[src/dbn_pkg.sv]
// ----------------------------------------------------------------------------
// Button debounce package
// Shared constants, phase codes and types for the debounce and press-event
// block.
// ----------------------------------------------------------------------------
package dbn_pkg;

  // History length and the masked patterns that decide press and release.
  localparam int unsigned HistBits = 16;
  localparam logic [HistBits-1:0] HistAll    = 16'hFFFF;
  localparam logic [HistBits-1:0] PatMask    = 16'hF03F;
  localparam logic [HistBits-1:0] PatPress   = 16'h003F;
  localparam logic [HistBits-1:0] PatRelease = 16'hF000;

  // Time arithmetic.
  localparam int unsigned TimeW = 32;
  localparam logic [TimeW-1:0] CooldownMs = 32'd50;

  // Configuration port.
  localparam int unsigned CfgIdxW  = 2;
  localparam int unsigned CfgDataW = 32;
  localparam logic [CfgIdxW-1:0] CfgActiveLevel = 2'd0;
  localparam logic [CfgIdxW-1:0] CfgLongPressMs = 2'd1;
  localparam logic [CfgIdxW-1:0] CfgDoubleWinMs = 2'd2;
  localparam logic [CfgIdxW-1:0] CfgDoubleEn    = 2'd3;

  // Register reset values.
  localparam logic             RstActiveLevel = 1'b1;
  localparam logic [TimeW-1:0] RstLongPressMs = 32'd1000;
  localparam logic [TimeW-1:0] RstDoubleWinMs = 32'd300;
  localparam logic             RstDoubleEn    = 1'b0;

  // Double-press phase codes.
  localparam int unsigned PhaseW = 3;
  localparam logic [PhaseW-1:0] PhIdle     = 3'd0;
  localparam logic [PhaseW-1:0] PhFirst    = 3'd1;
  localparam logic [PhaseW-1:0] PhAwait    = 3'd2;
  localparam logic [PhaseW-1:0] PhDetected = 3'd3;
  localparam logic [PhaseW-1:0] PhCooldown = 3'd4;

  // Events derived from the history in one step.
  typedef struct packed {
    logic pressed;
    logic released;
    logic down;
    logic up;
    logic changed;
  } hist_ev_t;

  // One result word.
  typedef struct packed {
    logic press_event;
    logic release_event;
    logic held_down;
    logic held_up;
    logic down_changed;
    logic long_start;
    logic long_end;
    logic double_press;
  } result_t;

endpackage

[src/dbn_if.sv]
// ----------------------------------------------------------------------------
// Button debounce channel interfaces
// Valid/ready channels for pin samples and for result words.
// ----------------------------------------------------------------------------

// Pin sample channel.
interface dbn_in_if;
  logic                       valid;
  logic                       ready;
  logic                       pin_level;
  logic [dbn_pkg::TimeW-1:0]  now_ms;

  modport source (output valid, output pin_level, output now_ms, input ready);
  modport sink   (input valid, input pin_level, input now_ms, output ready);
endinterface

// Result word channel.
interface dbn_out_if;
  logic valid;
  logic ready;
  logic press_event;
  logic release_event;
  logic held_down;
  logic held_up;
  logic down_changed;
  logic long_start;
  logic long_end;
  logic double_press;

  modport source (
    output valid, output press_event, output release_event, output held_down,
    output held_up, output down_changed, output long_start, output long_end,
    output double_press, input ready
  );
  modport sink (
    input valid, input press_event, input release_event, input held_down,
    input held_up, input down_changed, input long_start, input long_end,
    input double_press, output ready
  );
endinterface

[src/button_debounce_press_events_core.sv]
// ----------------------------------------------------------------------------
// Button debounce with press events
// Debounces one pin sample per word and reports press, release, long-press
// and double-press events as one result word per sample.
// ----------------------------------------------------------------------------
// Each accepted sample's result word is registered in the result queue and
// waits there until the output takes it.
// Throughput: one sample per cycle while the result queue has space; all
// event logic sits between the state registers and a two-word result
// queue, which also absorbs output stalls. Reset: asynchronous, active low;
// history reads button up, registers take their defaults and the queue empties.
module button_debounce_press_events_core (
  input  logic                         clk_i,
  input  logic                         rst_ni,
  dbn_in_if.sink                       in_s,
  dbn_out_if.source                    out_s,
  input  logic                         cfg_we_i,
  input  logic [dbn_pkg::CfgIdxW-1:0]  cfg_idx_i,
  input  logic [dbn_pkg::CfgDataW-1:0] cfg_data_i
);

  logic                      active_level_q;
  logic [dbn_pkg::TimeW-1:0] long_press_ms_q;
  logic [dbn_pkg::TimeW-1:0] window_ms_q;
  logic                      double_en_q;

  logic              step;
  logic              space;
  logic              dbl_clear;
  dbn_pkg::hist_ev_t ev;
  logic              long_start, long_end, double_hit;
  dbn_pkg::result_t  res, head;

  // Configuration registers.
  always_ff @(posedge clk_i or negedge rst_ni) begin
    if (!rst_ni) begin
      active_level_q  <= dbn_pkg::RstActiveLevel;
      long_press_ms_q <= dbn_pkg::RstLongPressMs;
      window_ms_q     <= dbn_pkg::RstDoubleWinMs;
      double_en_q     <= dbn_pkg::RstDoubleEn;
    end else if (cfg_we_i) begin
      case (cfg_idx_i)
        dbn_pkg::CfgActiveLevel: active_level_q  <= cfg_data_i[0];
        dbn_pkg::CfgLongPressMs: long_press_ms_q <= cfg_data_i;
        dbn_pkg::CfgDoubleWinMs: window_ms_q     <= cfg_data_i;
        dbn_pkg::CfgDoubleEn:    double_en_q     <= cfg_data_i[0];
        default: ;
      endcase
    end
  end

  assign dbl_clear = cfg_we_i && (cfg_idx_i == dbn_pkg::CfgDoubleEn);

  // Input handshake.
  assign in_s.ready = space;
  assign step       = in_s.valid && space;

  dbn_hist u_hist (
    .clk_i          (clk_i),
    .rst_ni         (rst_ni),
    .step_i         (step),
    .pin_level_i    (in_s.pin_level),
    .active_level_i (active_level_q),
    .ev_o           (ev)
  );

  dbn_long u_long (
    .clk_i           (clk_i),
    .rst_ni          (rst_ni),
    .step_i          (step),
    .down_i          (ev.down),
    .now_ms_i        (in_s.now_ms),
    .long_press_ms_i (long_press_ms_q),
    .long_start_o    (long_start),
    .long_end_o      (long_end)
  );

  dbn_dbl u_dbl (
    .clk_i       (clk_i),
    .rst_ni      (rst_ni),
    .step_i      (step),
    .enable_i    (double_en_q),
    .clear_i     (dbl_clear),
    .pressed_i   (ev.pressed),
    .released_i  (ev.released),
    .now_ms_i    (in_s.now_ms),
    .window_ms_i (window_ms_q),
    .double_o    (double_hit)
  );

  // Assemble the result word.
  always_comb begin
    res.press_event   = ev.pressed;
    res.release_event = ev.released;
    res.held_down     = ev.down;
    res.held_up       = ev.up;
    res.down_changed  = ev.changed;
    res.long_start    = long_start;
    res.long_end      = long_end;
    res.double_press  = double_hit;
  end

  dbn_outq u_outq (
    .clk_i   (clk_i),
    .rst_ni  (rst_ni),
    .push_i  (step),
    .word_i  (res),
    .space_o (space),
    .valid_o (out_s.valid),
    .ready_i (out_s.ready),
    .word_o  (head)
  );

  // Output payload.
  assign out_s.press_event   = head.press_event;
  assign out_s.release_event = head.release_event;
  assign out_s.held_down     = head.held_down;
  assign out_s.held_up       = head.held_up;
  assign out_s.down_changed  = head.down_changed;
  assign out_s.long_start    = head.long_start;
  assign out_s.long_end      = head.long_end;
  assign out_s.double_press  = head.double_press;

  // Held down and held up never show together.
  a_down_up_exclusive: assert property (@(posedge clk_i) disable iff (!rst_ni)
    step |-> !(ev.down && ev.up))
    else $error("history both all ones and all zeros");

endmodule

[src/dbn_hist.sv]
// ----------------------------------------------------------------------------
// Debounce history
// Shifts the qualified pin level into the history and matches the press and
// release patterns.
// ----------------------------------------------------------------------------
module dbn_hist (
  input  logic               clk_i,
  input  logic               rst_ni,
  input  logic               step_i,
  input  logic               pin_level_i,
  input  logic               active_level_i,
  output dbn_pkg::hist_ev_t  ev_o
);

  logic [dbn_pkg::HistBits-1:0] hist_q, hist_d;
  logic [dbn_pkg::HistBits-1:0] shifted, after_press;
  logic                         prev_down;

  // Shift, then test press first and release on what the press test left.
  always_comb begin
    shifted     = {hist_q[dbn_pkg::HistBits-2:0], pin_level_i == active_level_i};
    prev_down   = (shifted == dbn_pkg::HistAll);
    ev_o.pressed = ((shifted & dbn_pkg::PatMask) == dbn_pkg::PatPress);
    after_press = ev_o.pressed ? dbn_pkg::HistAll : shifted;
    ev_o.released = ((after_press & dbn_pkg::PatMask) == dbn_pkg::PatRelease);
    hist_d      = ev_o.released ? '0 : after_press;
    ev_o.down   = (hist_d == dbn_pkg::HistAll);
    ev_o.up     = (hist_d == '0);
    ev_o.changed = (ev_o.down != prev_down);
  end

  // History register; reset means button up for either polarity.
  always_ff @(posedge clk_i or negedge rst_ni) begin
    if (!rst_ni) begin
      hist_q <= '0;
    end else if (step_i) begin
      hist_q <= hist_d;
    end
  end

endmodule

[src/dbn_long.sv]
// ----------------------------------------------------------------------------
// Long-press detector
// Times how long the button stays down and pulses at the threshold and at
// the release that follows it.
// ----------------------------------------------------------------------------
module dbn_long (
  input  logic                      clk_i,
  input  logic                      rst_ni,
  input  logic                      step_i,
  input  logic                      down_i,
  input  logic [dbn_pkg::TimeW-1:0] now_ms_i,
  input  logic [dbn_pkg::TimeW-1:0] long_press_ms_i,
  output logic                      long_start_o,
  output logic                      long_end_o
);

  logic                      was_down_q, was_down_d;
  logic                      long_seen_q, long_seen_d;
  logic [dbn_pkg::TimeW-1:0] start_q, start_d;
  logic [dbn_pkg::TimeW-1:0] held;

  // Held time wraps modulo 2^32.
  assign held = now_ms_i - start_q;

  always_comb begin
    was_down_d   = was_down_q;
    long_seen_d  = long_seen_q;
    start_d      = start_q;
    long_start_o = 1'b0;
    long_end_o   = 1'b0;
    if (down_i) begin
      if (!was_down_q) begin
        was_down_d  = 1'b1;
        start_d     = now_ms_i;
        long_seen_d = 1'b0;
      end else if (!long_seen_q && (held >= long_press_ms_i)) begin
        long_seen_d  = 1'b1;
        long_start_o = 1'b1;
      end
    end else if (was_down_q) begin
      was_down_d = 1'b0;
      long_end_o = long_seen_q;
    end
  end

  always_ff @(posedge clk_i or negedge rst_ni) begin
    if (!rst_ni) begin
      was_down_q  <= 1'b0;
      long_seen_q <= 1'b0;
      start_q     <= '0;
    end else if (step_i) begin
      was_down_q  <= was_down_d;
      long_seen_q <= long_seen_d;
      start_q     <= start_d;
    end
  end

endmodule

[src/dbn_dbl.sv]
// ----------------------------------------------------------------------------
// Double-press detector
// Five-phase machine that reports a second press inside the window and then
// waits out a fixed cooldown.
// ----------------------------------------------------------------------------
module dbn_dbl (
  input  logic                      clk_i,
  input  logic                      rst_ni,
  input  logic                      step_i,
  input  logic                      enable_i,
  input  logic                      clear_i,
  input  logic                      pressed_i,
  input  logic                      released_i,
  input  logic [dbn_pkg::TimeW-1:0] now_ms_i,
  input  logic [dbn_pkg::TimeW-1:0] window_ms_i,
  output logic                      double_o
);

  logic [dbn_pkg::PhaseW-1:0] phase_q, phase_d;
  logic [dbn_pkg::TimeW-1:0]  first_q, first_d;
  logic [dbn_pkg::TimeW-1:0]  since_first;
  logic                       hit;

  assign since_first = now_ms_i - first_q;

  // Phase transitions for one step.
  always_comb begin
    phase_d = phase_q;
    first_d = first_q;
    hit     = 1'b0;
    case (phase_q)
      dbn_pkg::PhIdle: begin
        if (pressed_i) begin
          phase_d = dbn_pkg::PhFirst;
          first_d = now_ms_i;
        end
      end
      dbn_pkg::PhFirst: begin
        if (released_i) phase_d = dbn_pkg::PhAwait;
      end
      dbn_pkg::PhAwait: begin
        if (pressed_i) begin
          if (since_first < window_ms_i) begin
            phase_d = dbn_pkg::PhDetected;
            hit     = 1'b1;
          end else begin
            phase_d = dbn_pkg::PhFirst;
            first_d = now_ms_i;
          end
        end else if (since_first >= window_ms_i) begin
          phase_d = dbn_pkg::PhIdle;
        end
      end
      dbn_pkg::PhDetected: begin
        if (released_i) phase_d = dbn_pkg::PhCooldown;
      end
      dbn_pkg::PhCooldown: begin
        if (since_first >= dbn_pkg::CooldownMs) phase_d = dbn_pkg::PhIdle;
      end
      default: phase_d = dbn_pkg::PhIdle;
    endcase
  end

  // The machine holds its phase while disabled; an enable write returns it to idle.
  assign double_o = enable_i && hit;

  always_ff @(posedge clk_i or negedge rst_ni) begin
    if (!rst_ni) begin
      phase_q <= dbn_pkg::PhIdle;
      first_q <= '0;
    end else if (clear_i) begin
      phase_q <= dbn_pkg::PhIdle;
    end else if (step_i && enable_i) begin
      phase_q <= phase_d;
      first_q <= first_d;
    end
  end

  // A double press comes only from the awaiting phase on a fresh press.
  a_hit_from_await: assert property (@(posedge clk_i) disable iff (!rst_ni)
    double_o |-> (phase_q == dbn_pkg::PhAwait) && pressed_i)
    else $error("double press outside the awaiting phase");

  // After a double press the machine sits in the detected phase.
  a_hit_next_phase: assert property (@(posedge clk_i) disable iff (!rst_ni)
    (double_o && step_i && !clear_i) |=> (phase_q == dbn_pkg::PhDetected))
    else $error("double press did not move to the detected phase");

endmodule

[src/dbn_outq.sv]
// ----------------------------------------------------------------------------
// Result queue
// Two-word output buffer so that a new sample is taken while a result still
// waits at the output.
// ----------------------------------------------------------------------------
module dbn_outq (
  input  logic              clk_i,
  input  logic              rst_ni,
  input  logic              push_i,
  input  dbn_pkg::result_t  word_i,
  output logic              space_o,
  output logic              valid_o,
  input  logic              ready_i,
  output dbn_pkg::result_t  word_o
);

  logic [1:0]        cnt_q, cnt_d;
  dbn_pkg::result_t  head_q, head_d, tail_q, tail_d;
  logic              pop;

  assign space_o = (cnt_q != 2'd2);
  assign valid_o = (cnt_q != 2'd0);
  assign word_o  = head_q;
  assign pop     = valid_o && ready_i;

  // Head and tail update for push, pop or both.
  always_comb begin
    head_d = head_q;
    tail_d = tail_q;
    cnt_d  = cnt_q;
    if (pop) begin
      head_d = tail_q;
      cnt_d  = cnt_d - 2'd1;
    end
    if (push_i) begin
      if (cnt_d == 2'd0) begin
        head_d = word_i;
      end else begin
        tail_d = word_i;
      end
      cnt_d = cnt_d + 2'd1;
    end
  end

  always_ff @(posedge clk_i or negedge rst_ni) begin
    if (!rst_ni) begin
      cnt_q <= 2'd0;
    end else begin
      cnt_q <= cnt_d;
    end
  end

  // Payload needs no reset.
  always_ff @(posedge clk_i) begin
    head_q <= head_d;
    tail_q <= tail_d;
  end

  a_no_overflow: assert property (@(posedge clk_i) disable iff (!rst_ni)
    cnt_q != 2'd3)
    else $error("result queue count out of range");

  a_push_grows: assert property (@(posedge clk_i) disable iff (!rst_ni)
    (push_i && !pop) |=> (cnt_q == $past(cnt_q) + 2'd1))
    else $error("push without pop did not grow the queue");

  a_pop_shrinks: assert property (@(posedge clk_i) disable iff (!rst_ni)
    (pop && !push_i) |=> (cnt_q == $past(cnt_q) - 2'd1))
    else $error("pop without push did not shrink the queue");

endmodule

[src/flat_wrapper.sv]
// flat-port wrapper written by rule: the top's interface ports become plain ports
module button_debounce_press_events_core_flat 
  (clk_i, rst_ni, cfg_we_i, cfg_idx_i, cfg_data_i, in_s_valid, in_s_pin_level, in_s_now_ms, in_s_ready, out_s_valid, out_s_press_event, out_s_release_event, out_s_held_down, out_s_held_up, out_s_down_changed, out_s_long_start, out_s_long_end, out_s_double_press, out_s_ready);
  dbn_in_if in_s_i ();
  dbn_out_if out_s_i ();
  input  logic clk_i;
  input  logic rst_ni;
  input  logic cfg_we_i;
  input  logic [dbn_pkg::CfgIdxW-1:0] cfg_idx_i;
  input  logic [dbn_pkg::CfgDataW-1:0] cfg_data_i;
  input wire logic [$bits(in_s_i.valid)-1:0] in_s_valid;
  input wire logic [$bits(in_s_i.pin_level)-1:0] in_s_pin_level;
  input wire logic [$bits(in_s_i.now_ms)-1:0] in_s_now_ms;
  output wire logic [$bits(in_s_i.ready)-1:0] in_s_ready;
  output wire logic [$bits(out_s_i.valid)-1:0] out_s_valid;
  output wire logic [$bits(out_s_i.press_event)-1:0] out_s_press_event;
  output wire logic [$bits(out_s_i.release_event)-1:0] out_s_release_event;
  output wire logic [$bits(out_s_i.held_down)-1:0] out_s_held_down;
  output wire logic [$bits(out_s_i.held_up)-1:0] out_s_held_up;
  output wire logic [$bits(out_s_i.down_changed)-1:0] out_s_down_changed;
  output wire logic [$bits(out_s_i.long_start)-1:0] out_s_long_start;
  output wire logic [$bits(out_s_i.long_end)-1:0] out_s_long_end;
  output wire logic [$bits(out_s_i.double_press)-1:0] out_s_double_press;
  input wire logic [$bits(out_s_i.ready)-1:0] out_s_ready;
  assign in_s_i.valid = in_s_valid;
  assign in_s_i.pin_level = in_s_pin_level;
  assign in_s_i.now_ms = in_s_now_ms;
  assign in_s_ready = in_s_i.ready;
  assign out_s_valid = out_s_i.valid;
  assign out_s_press_event = out_s_i.press_event;
  assign out_s_release_event = out_s_i.release_event;
  assign out_s_held_down = out_s_i.held_down;
  assign out_s_held_up = out_s_i.held_up;
  assign out_s_down_changed = out_s_i.down_changed;
  assign out_s_long_start = out_s_i.long_start;
  assign out_s_long_end = out_s_i.long_end;
  assign out_s_double_press = out_s_i.double_press;
  assign out_s_i.ready = out_s_ready;
  button_debounce_press_events_core u_core (.clk_i(clk_i), .rst_ni(rst_ni), .in_s(in_s_i), .out_s(out_s_i), .cfg_we_i(cfg_we_i), .cfg_idx_i(cfg_idx_i), .cfg_data_i(cfg_data_i));
endmodule
[config.mk]
export PLATFORM = sky130hd
export DESIGN_NAME = button_debounce_press_events_core_flat
export DESIGN_NICKNAME = d
export VERILOG_FILES = /design/src/dbn_pkg.sv /design/src/dbn_if.sv /design/src/button_debounce_press_events_core.sv /design/src/dbn_hist.sv /design/src/dbn_long.sv /design/src/dbn_dbl.sv /design/src/dbn_outq.sv /design/src/flat_wrapper.sv
export SDC_FILE = /design/constraint.sdc
export NUM_CORES = 1
export LEC_CHECK = 0
export ABC_AREA = 1
export BUFFER_PORTS_ARGS = -buffer_cell sky130_fd_sc_hd__buf_2
export CAP_MARGIN = 40
export CORE_MARGIN = 2
export CORE_UTILIZATION = 45
export CTS_CLUSTER_SIZE = 25
export DETAILED_ROUTE_END_ITERATION = 8
export GPL_ROUTABILITY_DRIVEN = 0
export SLEW_MARGIN = 40
export SYNTH_ARGS = -nofsm -noshare
export SYNTH_HDL_FRONTEND = slang
export SYNTH_HIERARCHICAL = 1
export SYNTH_SLANG_ARGS = --single-unit
export TNS_END_PERCENT = 5
[constraint.sdc]
create_clock -name clk_i -period 7.98 [get_ports clk_i]
set_input_delay 1.596 -clock clk_i [delete_from_list [all_inputs] [get_ports clk_i]]
set_output_delay 1.596 -clock clk_i [all_outputs]
set_load 0.005 [all_outputs]
; ---- Word level (Yosys, flattened, before mapping)
; Cells that the tools add are included.
[classes]
add_sub_neg = 4
n_bitwise = 3
muxes = 32
n_lt_le_gt_ge = 4
n_reduce_logical = 23
eq_ne = 23
[op_table]
columns = operator, n
row1 = $mux W32, 3
row2 = $ge A32 B32 Y1, 2
row3 = $pmux W32 S2, 1
row4 = $sub A32 B32 Y32, 2
row5 = $eq A16 B16 Y1 const B, 2
row6 = $ge A32 B6 Y1 const B, 1
row7 = $lt A32 B32 Y1, 1
row8 = $mux W16, 2
row9 = $mux W3, 8
row10 = $mux W8, 3
row11 = $logic_not A16 Y1, 1
row12 = $pmux W3 S5, 1
row13 = $ne A3 B2 Y1 const B, 4
row14 = $reduce_and A6 Y1, 2
row15 = $mux W1, 11
row16 = $eq A10 B10 Y1 const B, 1
row17 = $eq A10 B6 Y1 const B, 1
row18 = $reduce_and A2 Y1, 5
row19 = $ne A2 B2 Y1 const B, 4
row20 = $eq A3 B2 Y1 const B, 2
row21 = $logic_and A1 B1 Y1, 6
row22 = $mux W2, 3
row23 = $reduce_and A3 Y1, 2
row24 = $reduce_bool A2 Y1, 3
row25 = other kinds (14), 18
[word_totals]
out_inout_bits = 10
register_bits = 168

; ---- Depth between registers and ports, before layout
[depth]
ltp_word = 9
ltp_mapped = 28
mapped_depth_nobuf = 27

; ---- Modules after synthesis
; Netlist, hierarchy kept.
[by_module_without_submodules]
columns = module, instances, area_per_inst_um2, cells_per_inst
row1 = dbn_dbl, 1, 5018.6, 874
row2 = dbn_long, 1, 3948.8, 576
row3 = button_debounce_press_events_core, 1, 2862.7, 302
row4 = dbn_hist, 1, 893.4, 120
row5 = dbn_outq, 1, 857.1, 103

; ---- Worst setup path before layout
; No wires, ideal clock.
[synth_path]
kind = input to register
start = input port in_s_now_ms[0]
end = register u_core/u_dbl/first_q[10] in the netlist's numbering
required_ns = 7.847
setup_slack_ns = 3.452
setup_ns = 0.133
cell_stages = 24
n_path_buf = 1
t_arrival_ns = 4.395
path_cell_list = inv_1 ha_1 inv_1 fa_1 nand2_1 nand2_1 nand3_1 nand2_1 nand2_1 nand2_1 nand2_1 nand3_1 nand2_2 inv_1 ha_1 nand2_1 nor4_1 inv_1 o21a_1 nand3_1 nand2_1 clkbuf_1 nor2_1 a21oi_1
[synth_via]
elab_chain_len = 4
[synth_lines]
columns = item, line
row1 = start: declaration, flat_wrapper.sv:13  ; input wire logic [$bits(in_s_i.now_ms)-1:0] in_s_now_ms;
row2 = $sub A32 B32 Y32, dbn_dbl.sv:24  ; assign since_first = now_ms_i - first_q;
row3 = $lt A32 B32 Y1, dbn_dbl.sv:43  ; if (since_first < window_ms_i) begin
row4 = $ne A2 B2 Y1 (no source line), --
row5 = $reduce_and A6 Y1 (no source line), --
row6 = end signal: assignment, dbn_dbl.sv:75  ; first_q <= first_d;
row7 = end: declaration, dbn_dbl.sv:20  ; logic [dbn_pkg::TimeW-1:0] first_q, first_d;
; Every way passes these cells.
; A chain may end at the register's enable or synchronous reset.

; ---- Worst setup path in the final report
[layout_path]
start = input port in_s_now_ms[0]
end = register u_core/u_dbl/first_q[5] in the netlist's numbering
; The elaborated chain is that of the path after synthesis.

==> summary.txt <==
Clock tree
  – Clock buffer depth: 2
  – Clock root cell: clkbuf_16
  – # clock sinks: approximately 170
  – H-tree depth: 4
  – Worst skew pair latency: between 0.4 and 0.5 ns
  – CTS Hold Buffers Added: 0
  – CTS tree: done
  – CTS Buf Count: 17
  – # Post-CTS Setup Buffers: 0
  – Clock slew at reported path FFs: ~0.07 ns
  – Post-CTS Resized: 0

Synthesis
  – Yosys reg bits: 168
  – Post-Synth Adder-Cell Area: 12.2%
  – Syn avg cell area: ~7 sq um
  – Post-synthesis sequential area ratio: 31.1%
  – Simple-Gate Fraction of Synth Area: 33.0%
  – Syn Nets: between 2,000 and 2,500
  – Mux cell area share after synthesis: 0%
  – Main combinational cell family by area after synthesis: simple AND/OR/NAND/NOR gates
  – Async SR Flop Fraction: about nine tenths
  – Post-Synth XOR/XNOR Area: 1.81%
  – Main synth FF type: dfrtp_1
  – Syn. warnings: 6
  – EDFF count, synth: 8
  – Compound-Gate Fraction of Synth Area: 9.89%
  – Post-synth cell types: 55
  – Post-Syn Area: 13,600 sq um
  – Synth Instances: 1,975

Cells and area
  – Filler cells: between 3,000 and 4,000
  – Nets: ~2,200
  – Number of diodes: 0
  – Layout cells sized above 1: 11.1%
  – Layout area overhead: 8.85%
  – Fin cells: about 2,400

STA
  – Final worst-path cycle share: 60.6%
  – Skew final: between 0.01 and 0.015 ns
  – Fmax: 207 MHz
  – Unrepaired setup endpoints after global routing: no
  – Slew Viols, Final: 0
  – Final setup margin: 3.14 ns
  – Worst Max-Slew Pin Slew: 0.831 ns
  – Setup violation total in the final timing report: 0
  – Worst slew margin: 44.6%
  – Final Hold Vio Count: 0
  – Crit path time final: ~4.8 ns
  – Final setup TNS: 0 ns

Power
  – Gate power share: 53.0%
  – Sw Share: 47.3%
  – Part of the power in registers: 27.5%
  – Pwr dens: 290 nW/um^2
  – Net Switching: between 2 and 2.5 mW
  – Clock network fraction of design power: 19.5%
  – Pint: 2.26 mW
  – Leak: 8.15 nW
  – Worst IR Drop VDD: 0.000185 V

Place
  – Inst Count DP: roughly 2,400
  – Post-DP HPWL: approximately 32 mm
  – Port bufs: 81
  – Worst slack at placement: 2.67 ns

Drt
  – Routed Wire Length: 40.3 mm
  – DR iter-0 viols: about 990
  – Via/cell ratio: 5.23
  – Post-route DRC: 0
  – Drt first pass iters: 5
  – Post-DRT Antenna Nets: 0
  – Via count: between 10,000 and 15,000
  – Post-detailed-route wirelength per cell: around 17 um

Global route
  – GR Overflow Total: 0
  – Initial antenna violation count: 0
  – Largest net degree at the start of global routing: 82
  – First-pass GRT wire length: roughly 64 mm
  – Global-route total usage across every layer: 26.3%
  – Vias in the first global route: 12,141

Setup path
  – CP max FO: 63
  – Nature of the critical path endpoint: flip-flop
  – Worst setup path category: input port to flip-flop
  – CP required: 8.29 ns
  – Crit path DAT: 5.15 ns
  – Worst Setup Start Kind: input port

Floorplanning
  – Die width: 178 um
  – Die area: 31,600 sq um
  – Core area: 29,700 sq um
  – Die Height: 178 um
  – Std-Cell Rows: 63
  – Initial Utilization: approximately 46%
  – Ports: 82

Flow run
  – Max Cap Viol: 0

Status
  – Status: finished clean

Hold path
  – Worst Hold Class: flip-flop to flip-flop
[worst max-delay path: stages]
cell     delay (ns)
buf_2          0.11
inv_1          0.07
ha_1           0.15
inv_1          0.09
fa_1           0.46
nand2_1        0.09
nand2_1        0.07
nand3_1        0.10
nand2_1        0.11
nand2_1        0.09
nand2_1        0.12
nand2_1        0.11
nand3_1        0.08
nand2_2        0.10
inv_1          0.05
ha_1           0.26
nand2_1        0.08
nor4_1         0.29
inv_1          0.09
o21a_1         0.22
nand3_1        0.14
nand2_4        0.32
nor2_1         0.24
a21oi_1        0.06
[placed cells by master (no fill, tap or decap), types with 8 or more instances in the layout]
cell / instances
xor2_1: 18
inv_2: 19
nor3_1: 13
dfrtp_1: 141
xnor2_1: 10
nand3_1: 95
nor2_2: 17
edfxtp_1: 8
clkbuf_16: 17
ha_1: 129
dfstp_2: 11
inv_1: 321
buf_2: 80
nand2_2: 29
nand2_1: 589
a21oi_1: 132
o21ai_0: 81
dfxtp_1: 8
nand4_1: 94
nor2_1: 127
[through the flow]
step           utilization, %  hold slack (ns)  power (mW)  area (sq um)
6_report                 49.7            0.469        4.29         14800
2_1_floorplan               -            0.442        2.83         13600
4_1_cts                  49.7            0.470        4.30         14800
5_1_grt                  49.7            0.482        4.68         14800
3_3_place_gp             47.7            0.453        3.39         14200
3_5_place_dp             47.8            0.458        3.44         14200
[sequential cells by signal (all words and copies together), names as in the netlist, 2 cells and up]
signal                  count
u_core/long_press_ms_q     32
u_core/u_dbl/first_q       32
u_core/u_long/start_q      32
u_core/window_ms_q         32
u_core/u_hist/hist_q       15
u_core/u_outq/tail_q        8
u_core/u_outq/word_o        8
u_core/u_dbl/phase_q        3
u_core/u_outq/cnt_q         2
[power groups by stage]
stage | clock, mW | sequential (mW) | combinational (mW)
after floorplan | 0 | 1.17 | 1.66
after global placement | 0 | 1.19 | 2.20
after detailed placement | 0 | 1.20 | 2.24
after CTS | 0.857 | 1.18 | 2.26
after global routing | 0.891 | 1.20 | 2.58
final | 0.837 | 1.18 | 2.27
[final timing paths]
path                                                  startpoint  slack, ns  depth (start not counted)                               endpoint
max in group asynchronous                                 rst_ni       5.68                          2     u_core/window_ms_q[11]$_DFFE_PN0P_
setup / recovery                                  in_s_now_ms[0]       3.14                         24    u_core/u_dbl/first_q[5]$_DFFE_PN0P_
setup reg to reg             u_core/u_dbl/first_q[8]$_DFFE_PN0P_       4.05                         24    u_core/u_dbl/first_q[5]$_DFFE_PN0P_
hold reg to reg            u_core/long_press_ms_q[3]$_DFFE_PN1P_       0.47                          2  u_core/long_press_ms_q[3]$_DFFE_PN1P_
min in group asynchronous                                 rst_ni       1.19                          1   u_core/u_dbl/first_q[28]$_DFFE_PN0P_
hold / removal             u_core/long_press_ms_q[3]$_DFFE_PN1P_       0.47                          2  u_core/long_press_ms_q[3]$_DFFE_PN1P_
[kinds of logic (layout without fill, tap and decap cells)]
group	Yosys count	in the layout
compound gates	249	249
fa+ha+maj	131	131
buf+inv	393	463
flops	168	168
simple gates	1006	1006
xor+xnor	28	28
[layer usage]
| metal | wire length [um] | GRT usage [%] |
|---|---|---|
| met1 | 17800 | 33.9 |
| met2 | 19200 | 43.9 |
| met3 | 1980 | 4.52 |
| met4 | 1350 | 9.84 |
| met5 | 68 | 1.60 |
[cells in the mapped netlist (7+ instances only)]
cell | number | share of area (%)
nand2_1 | 590 | 16
nor3_1 | 13 | 0.48
nand2_2 | 29 | 1.3
nor2_1 | 128 | 3.5
dfstp_2 | 11 | 2.1
xnor2_1 | 10 | 0.64
dfxtp_1 | 8 | 1.2
nand4_1 | 94 | 4.3
o21ai_0 | 81 | 3.0
dfrtp_1 | 141 | 26
inv_2 | 19 | 0.53
nand3b_1 | 7 | 0.39
edfxtp_1 | 8 | 1.8
nor2_2 | 17 | 0.78
clkbuf_1 | 8 | 0.22
buf_6 | 13 | 1.1
inv_1 | 321 | 8.9
ha_1 | 129 | 12
buf_2 | 22 | 0.81
nand3_1 | 95 | 3.5
xor2_1 | 18 | 1.2
a21oi_1 | 132 | 4.9
[area by class of cell]
type | instances | area [sq um] | area share [%]
multi-input cells | 1414 | 7740 | 52.3
inverters | 345 | 1300 | 8.80
clock inverters | 15 | 156 | 1.06
clock buffers | 17 | 425 | 2.88
well taps | 390 | 488 | 3.30
repair buffers | 86 | 455 | 3.08
flip-flops and latches | 168 | 4220 | 28.5
Power figures use the tool's default switching activity.
